--- config.mk ---
export PLATFORM = sky130hd
export DESIGN_NAME = x86_memory_access_classifier
export DESIGN_NICKNAME = d
export VERILOG_FILES = /design/src/hw/rtl/mac_pkg.sv /design/src/hw/rtl/mac_lane.sv /design/src/hw/rtl/mac_merge.sv /design/src/hw/rtl/x86_memory_access_classifier.sv
export SDC_FILE = /design/constraint.sdc
export NUM_CORES = 2
export LEC_CHECK = 0
export ABC_AREA = 1
export BUFFER_PORTS_ARGS = -buffer_cell sky130_fd_sc_hd__buf_2
export CAP_MARGIN = 20
export CORE_ASPECT_RATIO = 1.5
export CORE_MARGIN = 5
export CORE_UTILIZATION = 40
export DETAILED_ROUTE_END_ITERATION = 7
export PLACE_DENSITY = 0.62
export SYNTH_ARGS = -nofsm -noshare
export SYNTH_HDL_FRONTEND = slang
export SYNTH_HIERARCHICAL = 1
export SYNTH_SLANG_ARGS = --single-unit
--- constraint.sdc ---
create_clock -name i_clk -period 8.4 [get_ports i_clk]
set_clock_uncertainty 0.05 [all_clocks]
set_input_delay 1.68 -clock i_clk [delete_from_list [all_inputs] [get_ports i_clk]]
set_output_delay 1.68 -clock i_clk [all_outputs]
set_load 0.01 [all_outputs]
--- src/hw/rtl/mac_pkg.sv ---
// Shared types, constants and opcode codes for the x86 memory access classifier.
// No dependencies; every other RTL file imports this package.
`default_nettype none

package mac_pkg;

    // Instruction window length in bytes (4 to 16)
    localparam int C_WINDOW_BYTES = 15;
    // One lane per possible opcode position, plus one for the position past the window
    localparam int C_NUM_LANES    = C_WINDOW_BYTES + 1;
    // A lane looks at its opcode byte and the two bytes after it
    localparam int C_NUM_BYTES    = C_WINDOW_BYTES + 3;

    // Access class bits
    localparam logic [2:0] C_ACC_R    = 3'b001;
    localparam logic [2:0] C_ACC_W    = 3'b010;
    localparam logic [2:0] C_ACC_S    = 3'b100;
    localparam logic [2:0] C_ACC_NONE = 3'b000;

    // Opcode and prefix codes
    localparam logic [7:0] C_OP_ESC_0F  = 8'h0F;
    localparam logic [7:0] C_OP_VEX3    = 8'hC4;
    localparam logic [7:0] C_OP_VEX2    = 8'hC5;
    localparam logic [7:0] C_OP_POP_RM  = 8'h8F;
    localparam logic [7:0] C_PFX_OPSZ   = 8'h66;
    localparam logic [7:0] C_PFX_REPNE  = 8'hF2;
    localparam logic [7:0] C_PFX_REP    = 8'hF3;
    localparam logic [7:0] C_PFX_LOCK   = 8'hF0;
    localparam logic [7:0] C_PFX_CS     = 8'h2E;
    localparam logic [7:0] C_PFX_SS     = 8'h36;
    localparam logic [7:0] C_PFX_DS     = 8'h3E;
    localparam logic [7:0] C_PFX_ES     = 8'h26;
    localparam logic [7:0] C_PFX_FS     = 8'h64;
    localparam logic [7:0] C_PFX_GS     = 8'h65;
    localparam logic [3:0] C_PFX_REX_HI = 4'h4;
    localparam logic [1:0] C_MOD_REG    = 2'b11;

    typedef logic [7:0] t_byte;

    typedef struct packed {
        logic [55:0] window_high;
        logic [63:0] window_low;
        logic        mode_32bit;
        logic        page_readable;
    } t_in_item;

    typedef struct packed {
        logic reads_memory;
        logic writes_memory;
        logic uses_stack;
        logic overlong;
    } t_out_item;

    // What one lane finds when its byte is taken as the opcode
    typedef struct packed {
        logic       pfx;     // byte is a prefix
        logic       sse;     // byte is 66, F2 or F3
        logic       is_0f;   // byte is the 0F escape
        logic       need1;   // decode reads the byte after the opcode
        logic       need2;   // decode reads the second byte after the opcode
        logic [2:0] acc;     // access class
    } t_lane_res;

endpackage

`default_nettype wire

--- src/hw/rtl/mac_lane.sv ---
// One classifier lane: decodes its byte as opcode with the two following bytes.
// Depends on mac_pkg.
`default_nettype none

module mac_lane (
    input  mac_pkg::t_byte     i_op,
    input  mac_pkg::t_byte     i_b1,
    input  mac_pkg::t_byte     i_b2,
    input  logic               i_mode_32bit,
    output mac_pkg::t_lane_res o_res
);
    import mac_pkg::*;

    function automatic logic [2:0] f_class_0f(input logic [7:0] op);
        logic [2:0] c;
        c = C_ACC_NONE;
        case (op)
            8'h10, 8'h12, 8'h14, 8'h15, 8'h16, 8'h28, 8'h2A, 8'h2C, 8'h2D, 8'h2E,
            8'h2F, 8'h6E, 8'h6F, 8'h70, 8'h74, 8'h75, 8'h76, 8'hA3, 8'hAF, 8'hB6,
            8'hB7, 8'hBC, 8'hBD, 8'hBE, 8'hBF, 8'hC2: c = C_ACC_R;
            8'h11, 8'h13, 8'h17, 8'h29, 8'h2B, 8'h7E, 8'h7F, 8'hAE, 8'hC3,
            8'hE7: c = C_ACC_W;
            8'h71, 8'h72, 8'h73, 8'hA4, 8'hA5, 8'hAB, 8'hAC, 8'hAD, 8'hB0, 8'hB1,
            8'hB3, 8'hBA, 8'hBB, 8'hC0, 8'hC1, 8'hC7: c = C_ACC_R | C_ACC_W;
            default: begin
                if ((op >= 8'h50 && op <= 8'h6B) || (op >= 8'hC4 && op <= 8'hC6) ||
                    (op >= 8'hD1 && op <= 8'hD5) || (op >= 8'hD7 && op <= 8'hE5) ||
                    (op >= 8'hE8 && op <= 8'hEF) || (op >= 8'hF1 && op <= 8'hFE)) begin
                    c = C_ACC_R;
                end else if (op >= 8'h90 && op <= 8'h9F) begin
                    c = C_ACC_W;
                end
            end
        endcase
        return c;
    endfunction

    function automatic logic [2:0] f_class_modrm(input logic [7:0] op, input logic m32);
        logic [2:0] c;
        c = C_ACC_NONE;
        case (op)
            8'h00, 8'h01, 8'h08, 8'h09, 8'h10, 8'h11, 8'h18, 8'h19, 8'h20, 8'h21,
            8'h28, 8'h29, 8'h30, 8'h31, 8'h86, 8'h87, 8'h88, 8'h89, 8'h8C, 8'hC0,
            8'hC1, 8'hC6, 8'hC7, 8'hD0, 8'hD1, 8'hD2, 8'hD3: c = C_ACC_R | C_ACC_W;
            8'h02, 8'h03, 8'h0A, 8'h0B, 8'h12, 8'h13, 8'h1A, 8'h1B, 8'h22, 8'h23,
            8'h2A, 8'h2B, 8'h32, 8'h33, 8'h38, 8'h39, 8'h3A, 8'h3B, 8'h69, 8'h6B,
            8'h84, 8'h85, 8'h8A, 8'h8B, 8'h8E: c = C_ACC_R;
            8'h63: c = m32 ? (C_ACC_R | C_ACC_W) : C_ACC_R;
            default: c = C_ACC_NONE;
        endcase
        return c;
    endfunction

    function automatic logic [2:0] f_x87(input logic [7:0] op, input logic [2:0] rg);
        logic [2:0] c;
        c = C_ACC_W;
        case (op)
            8'hD8, 8'hDA, 8'hDC, 8'hDE: c = C_ACC_R;
            8'hD9: begin
                if (rg == 3'd0 || rg == 3'd4 || rg == 3'd5) c = C_ACC_R;
                else if (rg == 3'd1) c = C_ACC_NONE;
            end
            8'hDB: begin
                if (rg == 3'd5) c = C_ACC_R;
                else if (rg == 3'd4 || rg == 3'd6) c = C_ACC_NONE;
            end
            8'hDD: begin
                if (rg == 3'd0 || rg == 3'd4) c = C_ACC_R;
                else if (rg == 3'd5) c = C_ACC_NONE;
            end
            default: begin
                if (rg == 3'd0 || rg == 3'd4 || rg == 3'd5) c = C_ACC_R;
            end
        endcase
        return c;
    endfunction

    logic [2:0] w_cm;
    logic [2:0] w_c0f;
    logic [2:0] w_rg;
    logic       w_mem1;
    logic       w_mem2;

    assign w_cm   = f_class_modrm(i_op, i_mode_32bit);
    assign w_c0f  = f_class_0f(i_b1);
    assign w_rg   = i_b1[5:3];
    assign w_mem1 = i_b1[7:6] != C_MOD_REG;
    assign w_mem2 = i_b2[7:6] != C_MOD_REG;

    always_comb begin
        o_res     = '0;
        o_res.sse = i_op == C_PFX_OPSZ || i_op == C_PFX_REPNE || i_op == C_PFX_REP;
        o_res.pfx = o_res.sse || i_op == C_PFX_LOCK || i_op == C_PFX_CS ||
                    i_op == C_PFX_SS || i_op == C_PFX_DS || i_op == C_PFX_ES ||
                    i_op == C_PFX_FS || i_op == C_PFX_GS ||
                    (!i_mode_32bit && i_op[7:4] == C_PFX_REX_HI);

        if (i_op == C_OP_VEX3 || i_op == C_OP_VEX2) begin
            o_res.need1 = i_mode_32bit;
        end else if (w_cm != C_ACC_NONE) begin
            o_res.need1 = 1'b1;
            o_res.acc   = w_mem1 ? w_cm : C_ACC_NONE;
        end else if (i_op == 8'h06 || i_op == 8'h0E || i_op == 8'h16 || i_op == 8'h1E ||
                     i_op == 8'h60) begin
            o_res.acc = i_mode_32bit ? (C_ACC_W | C_ACC_S) : C_ACC_NONE;
        end else if (i_op == 8'h07 || i_op == 8'h17 || i_op == 8'h1F || i_op == 8'h61) begin
            o_res.acc = i_mode_32bit ? (C_ACC_R | C_ACC_S) : C_ACC_NONE;
        end else if ((i_op >= 8'h50 && i_op <= 8'h57) || i_op == 8'h68 || i_op == 8'h6A ||
                     i_op == 8'h9C || i_op == 8'hC8 || i_op == 8'hE8) begin
            o_res.acc = C_ACC_W | C_ACC_S;
        end else if ((i_op >= 8'h58 && i_op <= 8'h5F) || i_op == 8'h9D || i_op == 8'hC2 ||
                     i_op == 8'hC3 || i_op == 8'hC9 || i_op == 8'hCA || i_op == 8'hCB ||
                     i_op == 8'hCF) begin
            o_res.acc = C_ACC_R | C_ACC_S;
        end else if (i_op == 8'hA0 || i_op == 8'hA1 || i_op == 8'hA6 || i_op == 8'hA7 ||
                     i_op == 8'hAC || i_op == 8'hAD || i_op == 8'hAE || i_op == 8'hAF ||
                     i_op == 8'hD7) begin
            o_res.acc = C_ACC_R;
        end else if (i_op == 8'hA2 || i_op == 8'hA3 || i_op == 8'hA4 || i_op == 8'hA5 ||
                     i_op == 8'hAA || i_op == 8'hAB) begin
            o_res.acc = C_ACC_W;
        end else if (i_op == C_OP_ESC_0F) begin
            o_res.is_0f = 1'b1;
            o_res.need1 = 1'b1;
            if (i_b1 == 8'h00) begin
                o_res.acc = C_ACC_R;
            end else if (i_b1 == 8'h01) begin
                o_res.acc = C_ACC_W;
            end else if (i_b1 == 8'hA0 || i_b1 == 8'hA8) begin
                o_res.acc = C_ACC_W | C_ACC_S;
            end else if (i_b1 == 8'hA1 || i_b1 == 8'hA9) begin
                o_res.acc = C_ACC_R | C_ACC_S;
            end else begin
                o_res.need2 = w_c0f != C_ACC_NONE;
                o_res.acc   = w_mem2 ? w_c0f : C_ACC_NONE;
            end
        end else if ((i_op >= 8'h80 && i_op <= 8'h83) || i_op == C_OP_POP_RM ||
                     i_op == 8'hF6 || i_op == 8'hF7 || i_op == 8'hFE || i_op == 8'hFF ||
                     (i_op >= 8'hD8 && i_op <= 8'hDF)) begin
            o_res.need1 = 1'b1;
            if (i_op == C_OP_POP_RM) begin
                o_res.acc = (w_mem1 ? C_ACC_W : C_ACC_NONE) | C_ACC_R | C_ACC_S;
            end else if (!w_mem1) begin
                o_res.acc = C_ACC_NONE;
            end else if (i_op <= 8'h83) begin
                o_res.acc = C_ACC_R | ((w_rg != 3'd7) ? C_ACC_W : C_ACC_NONE);
            end else if (i_op == 8'hF6 || i_op == 8'hF7) begin
                o_res.acc = (w_rg == 3'd2 || w_rg == 3'd3) ? C_ACC_W : C_ACC_R;
            end else if (i_op == 8'hFE || i_op == 8'hFF) begin
                if (w_rg == 3'd0 || w_rg == 3'd1) o_res.acc = C_ACC_W;
                else if (w_rg == 3'd2 || w_rg == 3'd3 || w_rg == 3'd6)
                    o_res.acc = C_ACC_R | C_ACC_W | C_ACC_S;
                else o_res.acc = C_ACC_R;
            end else begin
                o_res.acc = f_x87(i_op, w_rg);
            end
        end
    end

endmodule

`default_nettype wire

--- src/hw/rtl/mac_merge.sv ---
// Merge stage: picks the lane where the prefix run ends and forms the result beat.
// Depends on mac_pkg.
`default_nettype none

module mac_merge (
    input  mac_pkg::t_lane_res i_lane [mac_pkg::C_NUM_LANES],
    input  logic               i_page_readable,
    output mac_pkg::t_out_item o_item
);
    import mac_pkg::*;

    logic       v_found;
    logic       v_sse;
    logic       v_kill;
    logic       v_n1;
    logic       v_n2;
    logic [2:0] v_acc;
    logic       v_over;

    always_comb begin
        v_found = 1'b0;
        v_sse   = 1'b0;
        v_kill  = 1'b0;
        v_n1    = 1'b0;
        v_n2    = 1'b0;
        v_acc   = C_ACC_NONE;
        v_over  = 1'b0;
        for (int i = 0; i < C_NUM_LANES; i++) begin
            if (!v_found) begin
                if (!i_lane[i].pfx) begin
                    v_found = 1'b1;
                    // a 66/F2/F3 prefix ahead of 0F drops the whole 0F decode
                    v_kill  = i_lane[i].is_0f && v_sse;
                    v_n1    = i_lane[i].need1 && !v_kill;
                    v_n2    = i_lane[i].need2 && !v_kill;
                    v_acc   = v_kill ? C_ACC_NONE : i_lane[i].acc;
                    v_over  = (i >= C_WINDOW_BYTES) ||
                              (v_n1 && (i + 1 >= C_WINDOW_BYTES)) ||
                              (v_n2 && (i + 2 >= C_WINDOW_BYTES));
                end else begin
                    v_sse = v_sse || i_lane[i].sse;
                end
            end
        end
        o_item = '0;
        if (i_page_readable) begin
            o_item.reads_memory  = v_acc[0];
            o_item.writes_memory = v_acc[1];
            o_item.uses_stack    = v_acc[2];
            o_item.overlong      = v_over;
        end
    end

endmodule

`default_nettype wire

--- src/hw/rtl/x86_memory_access_classifier.sv ---
// Top level of the x86 memory access classifier: byte window, lanes, merge and beat registers.
// Depends on mac_pkg, mac_lane and mac_merge.
`default_nettype none

// Predecodes one x86 instruction per beat and reports whether it reads memory,
// writes memory or goes through the stack, plus an overlong flag when decoding
// needed a byte past the 15-byte window (such bytes read as zero). Legacy
// prefixes are skipped, and REX 40-4F in 64-bit mode. A classifier lane sits at
// every byte position of the window and one past it; each lane decodes its
// byte as if it were the opcode, using the next two bytes for ModRM and the 0F
// map. The lane results are registered, then the merge stage picks the lane
// where the prefix run ends and applies the 66/F2/F3-before-0F rule. The unit
// takes one beat per cycle while its input is not stalled; each result passes
// first through the lane register, then through the output register.
// Input stall rises only when both registers hold a beat and the output side
// is stalled. A page that is not readable gives an all-zero result.
module x86_memory_access_classifier (
    input  logic               i_clk,
    input  logic               i_rst_n,
    input  logic               i_in_valid,
    output logic               o_in_stall,
    input  mac_pkg::t_in_item  i_in_data,
    output logic               o_out_valid,
    input  logic               i_out_stall,
    output mac_pkg::t_out_item o_out_data
);
    import mac_pkg::*;

    logic [127:0]      w_raw;
    t_byte             w_bytes [C_NUM_BYTES];
    t_lane_res         w_lane  [C_NUM_LANES];
    t_out_item         w_item;
    logic              w_accept;
    logic              w_adv_out;

    // Lane stage
    logic              r_a_valid;
    logic              n_a_valid;
    logic              r_a_page;
    t_lane_res         r_a_lane [C_NUM_LANES];

    // Output stage
    logic              r_out_valid;
    logic              n_out_valid;
    t_out_item         r_out_data;

    // Bytes past the window read as zero; the top byte of the port pair is never present
    assign w_raw = {8'h00, i_in_data.window_high, i_in_data.window_low};

    for (genvar k = 0; k < C_NUM_BYTES; k++) begin : g_bytes
        if (k < C_WINDOW_BYTES && k < 16) begin : g_in
            assign w_bytes[k] = w_raw[8*k +: 8];
        end else begin : g_zero
            assign w_bytes[k] = '0;
        end
    end

    for (genvar g = 0; g < C_NUM_LANES; g++) begin : g_lane
        mac_lane u_lane (
            .i_op         (w_bytes[g]),
            .i_b1         (w_bytes[g + 1]),
            .i_b2         (w_bytes[g + 2]),
            .i_mode_32bit (i_in_data.mode_32bit),
            .o_res        (w_lane[g])
        );
    end

    mac_merge u_merge (
        .i_lane          (r_a_lane),
        .i_page_readable (r_a_page),
        .o_item          (w_item)
    );

    // Advance the output register when it is empty or being taken
    assign w_adv_out  = !r_out_valid || !i_out_stall;
    assign o_in_stall = r_a_valid && !w_adv_out;
    assign w_accept   = i_in_valid && !o_in_stall;

    always_comb begin
        n_a_valid = r_a_valid;
        if (w_accept) begin
            n_a_valid = 1'b1;
        end else if (w_adv_out) begin
            n_a_valid = 1'b0;
        end
        n_out_valid = w_adv_out ? r_a_valid : r_out_valid;
    end

    always_ff @(posedge i_clk) begin
        if (!i_rst_n) begin
            r_a_valid   <= 1'b0;
            r_out_valid <= 1'b0;
        end else begin
            r_a_valid   <= n_a_valid;
            r_out_valid <= n_out_valid;
        end
    end

    // Lane payload loads on accept, output payload when it advances; else they hold
    always_ff @(posedge i_clk) begin
        if (w_accept) begin
            r_a_lane <= w_lane;
            r_a_page <= i_in_data.page_readable;
        end
        if (w_adv_out && r_a_valid) begin
            r_out_data <= w_item;
        end
    end

    assign o_out_valid = r_out_valid;
    assign o_out_data  = r_out_data;

`ifndef SYNTH
    // Every stack access is also a read or a write
    a_stack_has_access: assert property (@(posedge i_clk) disable iff (!i_rst_n)
        o_out_valid |-> (!o_out_data.uses_stack || o_out_data.reads_memory ||
                         o_out_data.writes_memory))
        else $error("stack access without read or write");

    // A beat whose page is not readable leaves as an all-zero result
    a_unreadable_zero: assert property (@(posedge i_clk) disable iff (!i_rst_n)
        (r_a_valid && !r_a_page && w_adv_out) |=> (o_out_data == '0))
        else $error("unreadable page gave a nonzero result");

    // An accepted beat reaches the output in the cycle after the lane stage drains
    a_latency: assert property (@(posedge i_clk) disable iff (!i_rst_n)
        (i_in_valid && !o_in_stall) ##1 w_adv_out |=> o_out_valid)
        else $error("accepted beat did not reach the output");
`endif

endmodule

`default_nettype wire

==> metrics.cfg <==
[power]
switchingPower_uw = 974
power_frac_comb_pct = 47.8
p_per_area_nw_per_um2 = 70.6
clkPwrFrac_pct = 21.3
total_leakage_power_nw = 14.7
p_int_mw = 1.08
switching_share_pct = 47.5
vdd_ir_drop_max_uv = 73.2
p_seq_share_pct = 30.9

[timing]
setup_violations = 0
slew_headroom_pct = 54.7
tightest_slew_ps = 680
hold_viol = 0
fin_crit_sh_pct = 45.2
rsz0062_at_grt = false
layout_min_cycle_time_ps = 3800
fmax_mhz = 263
fin_tns_setup_ps = 0
finalMaxSlewViolations = 0
fin_hold_ws_ps = 443

[worst_setup_path]
worst_ep_required_time_ps = 6670
crit_path_end_kind = output port
cp.arrival_ps = 2070
r2r_cells = 14
cp_max_fo = 3
crit_type = input pin to output port
start_kind = input pin

[layout]
drive_above_1_share_pct = 7.45
postLayoutCellArea_sq_um = 29000
regArea_sq_um = 3100
nets = 5708
area.growth.synth_to_final_pct = 6.78
finish.utilization_pct = 42.9
multi_input_area_sq_um = 20700
nFillCells = 7711

[global_route]
first_global_vias = 34400
grt_pass1_wl_mm = 161
track_usage_pct = 25.5
overflow = 0
grt_max_degree = 53
antenna_found_initial = 9

[route]
remaining_drc_errors = 2
wl_per_cell_um = 15.3
firstDrtPassIters = 8
wirelength_mm = 99.1
vias = 35900
drt_iter0_drc = 3067
viasPerCell = 5.53
postRouteAntennaNets = 0

[floorplan]
rows = 117
die-area_sq_um = 73300
initial_core_util_pct = 40.2
fp.dieH_um = 329
fp.dieW_um = 223
ios = 132
core_sq_um = 67600

[clock_tree]
cts_buffers = 9
tritoncts = yes
cts_setup_buffers = 0
clockRootBuffer = clkbuf_16
clock_latency_ps = 380
clock-sinks = 104
clk_pin_slew_worst_paths_ps = 80
post_cts_resize_count = 0
htree_levels = 3
cts_max_path_buffers = 2
cts-hold-fix-buffers = 0

[synthesis]
synthesis.area_sq_um = 27200
yosysWarnings = 6
syn_inst = 5445
post_synth.cell_area_avg_sq_um = 4.99

[hold_path]
hold_depth = 2
hold_class = flip-flop to flip-flop

[placement]
place_congestion = 1.01
dp_hpwl_mm = 79.1
portBuffers = 131
place_area_sq_um = 28700

[outcome]
violations = design-rule violations
status = complete, but fails checks

[flow_run]
max_cap_violations = 0

path summary, 6_finish.rpt:
path / from / end / slack [ps]
max: i_out_stall / o_in_stall / 4600
min: r_a_valid / o_out_valid / 440
max reg2reg: r_a_lane[127] / o_out_data[1] / 5300
min reg2reg: r_a_valid / o_out_valid / 440
per-layer routing:
metal | vias up | global-route usage (%) | part of all wire (%)
met2 | 1515 | 48.2 | 51
li1 | 18000 | - | -
met3 | 432 | 2.74 | 5.3
met4 | 0 | 13.7 | 5.3
met5 | - | 0 | 0
met1 | 16000 | 27.8 | 38
cell type report:
type | count | area share (%)
clock inverters | 7 | 0.233
clock buffers | 9 | 0.776
flip-flops and latches | 104 | 10.7
inverters | 838 | 10.9
well taps | 892 | 3.85
repair buffers | 133 | 2.31
multi-input cells | 4496 | 71.2
diodes | 9 | 0.0776
critical path, cell delays in order:
cell and delay (ps):
buf_2 100, nand3_2 100, inv_1 70, buf_2 120
power groups by stage:
stage	combinational, mW	sequential, mW	clock (mW)
global route	1.09	0.637	0.471
floorplan	0.681	0.640	0
detailed placement	0.940	0.645	0
global placement	0.946	0.645	0
finish	0.981	0.633	0.436
CTS	0.944	0.634	0.451
placed cells by master (no fill, tap or decap), types with 9 or more instances in the layout:
master     count
nor2_4        16
a31o_2         9
a31oi_1       44
o21ai_0      210
o22ai_1       27
o21bai_1      15
nand4_1      119
o31ai_1       20
nand3_1      410
edfxtp_1     102
nor4_1        34
nor3_4        13
nand2_1     1680
inv_2         61
a211oi_1      37
a21oi_1      150
nor2_2        81
nand2_2       39
diode_2        9
inv_1        776
clkbuf_16      9
conb_1       102
buf_2        131
nor2_1      1065
o2111ai_1     18
or2_2         23
a221oi_1      10
a311oi_1      13
nor3_1       171
o211ai_1      32
a2111oi_0     10
a22oi_1       14
o41ai_1       24
o21ai_1       21
metrics by stage:
step,power (mW),worst slack (ps),std cells
6_report,2.05,4600,6488
5_1_grt,2.20,4540,6481
4_1_cts,2.03,4600,6479
3_5_place_dp,1.59,4600,6463
3_3_place_gp,1.59,4580,6463
2_1_floorplan,1.32,4200,5546
registers in the layout (all words and copies together), names as in the netlist:
| register | flops |
|---|---|
| r_a_lane | 97 |
| o_out_data | 4 |
| r_a_valid | 1 |
| o_out_valid | 1 |
| r_a_page | 1 |
Power figures use the tool's default switching activity.
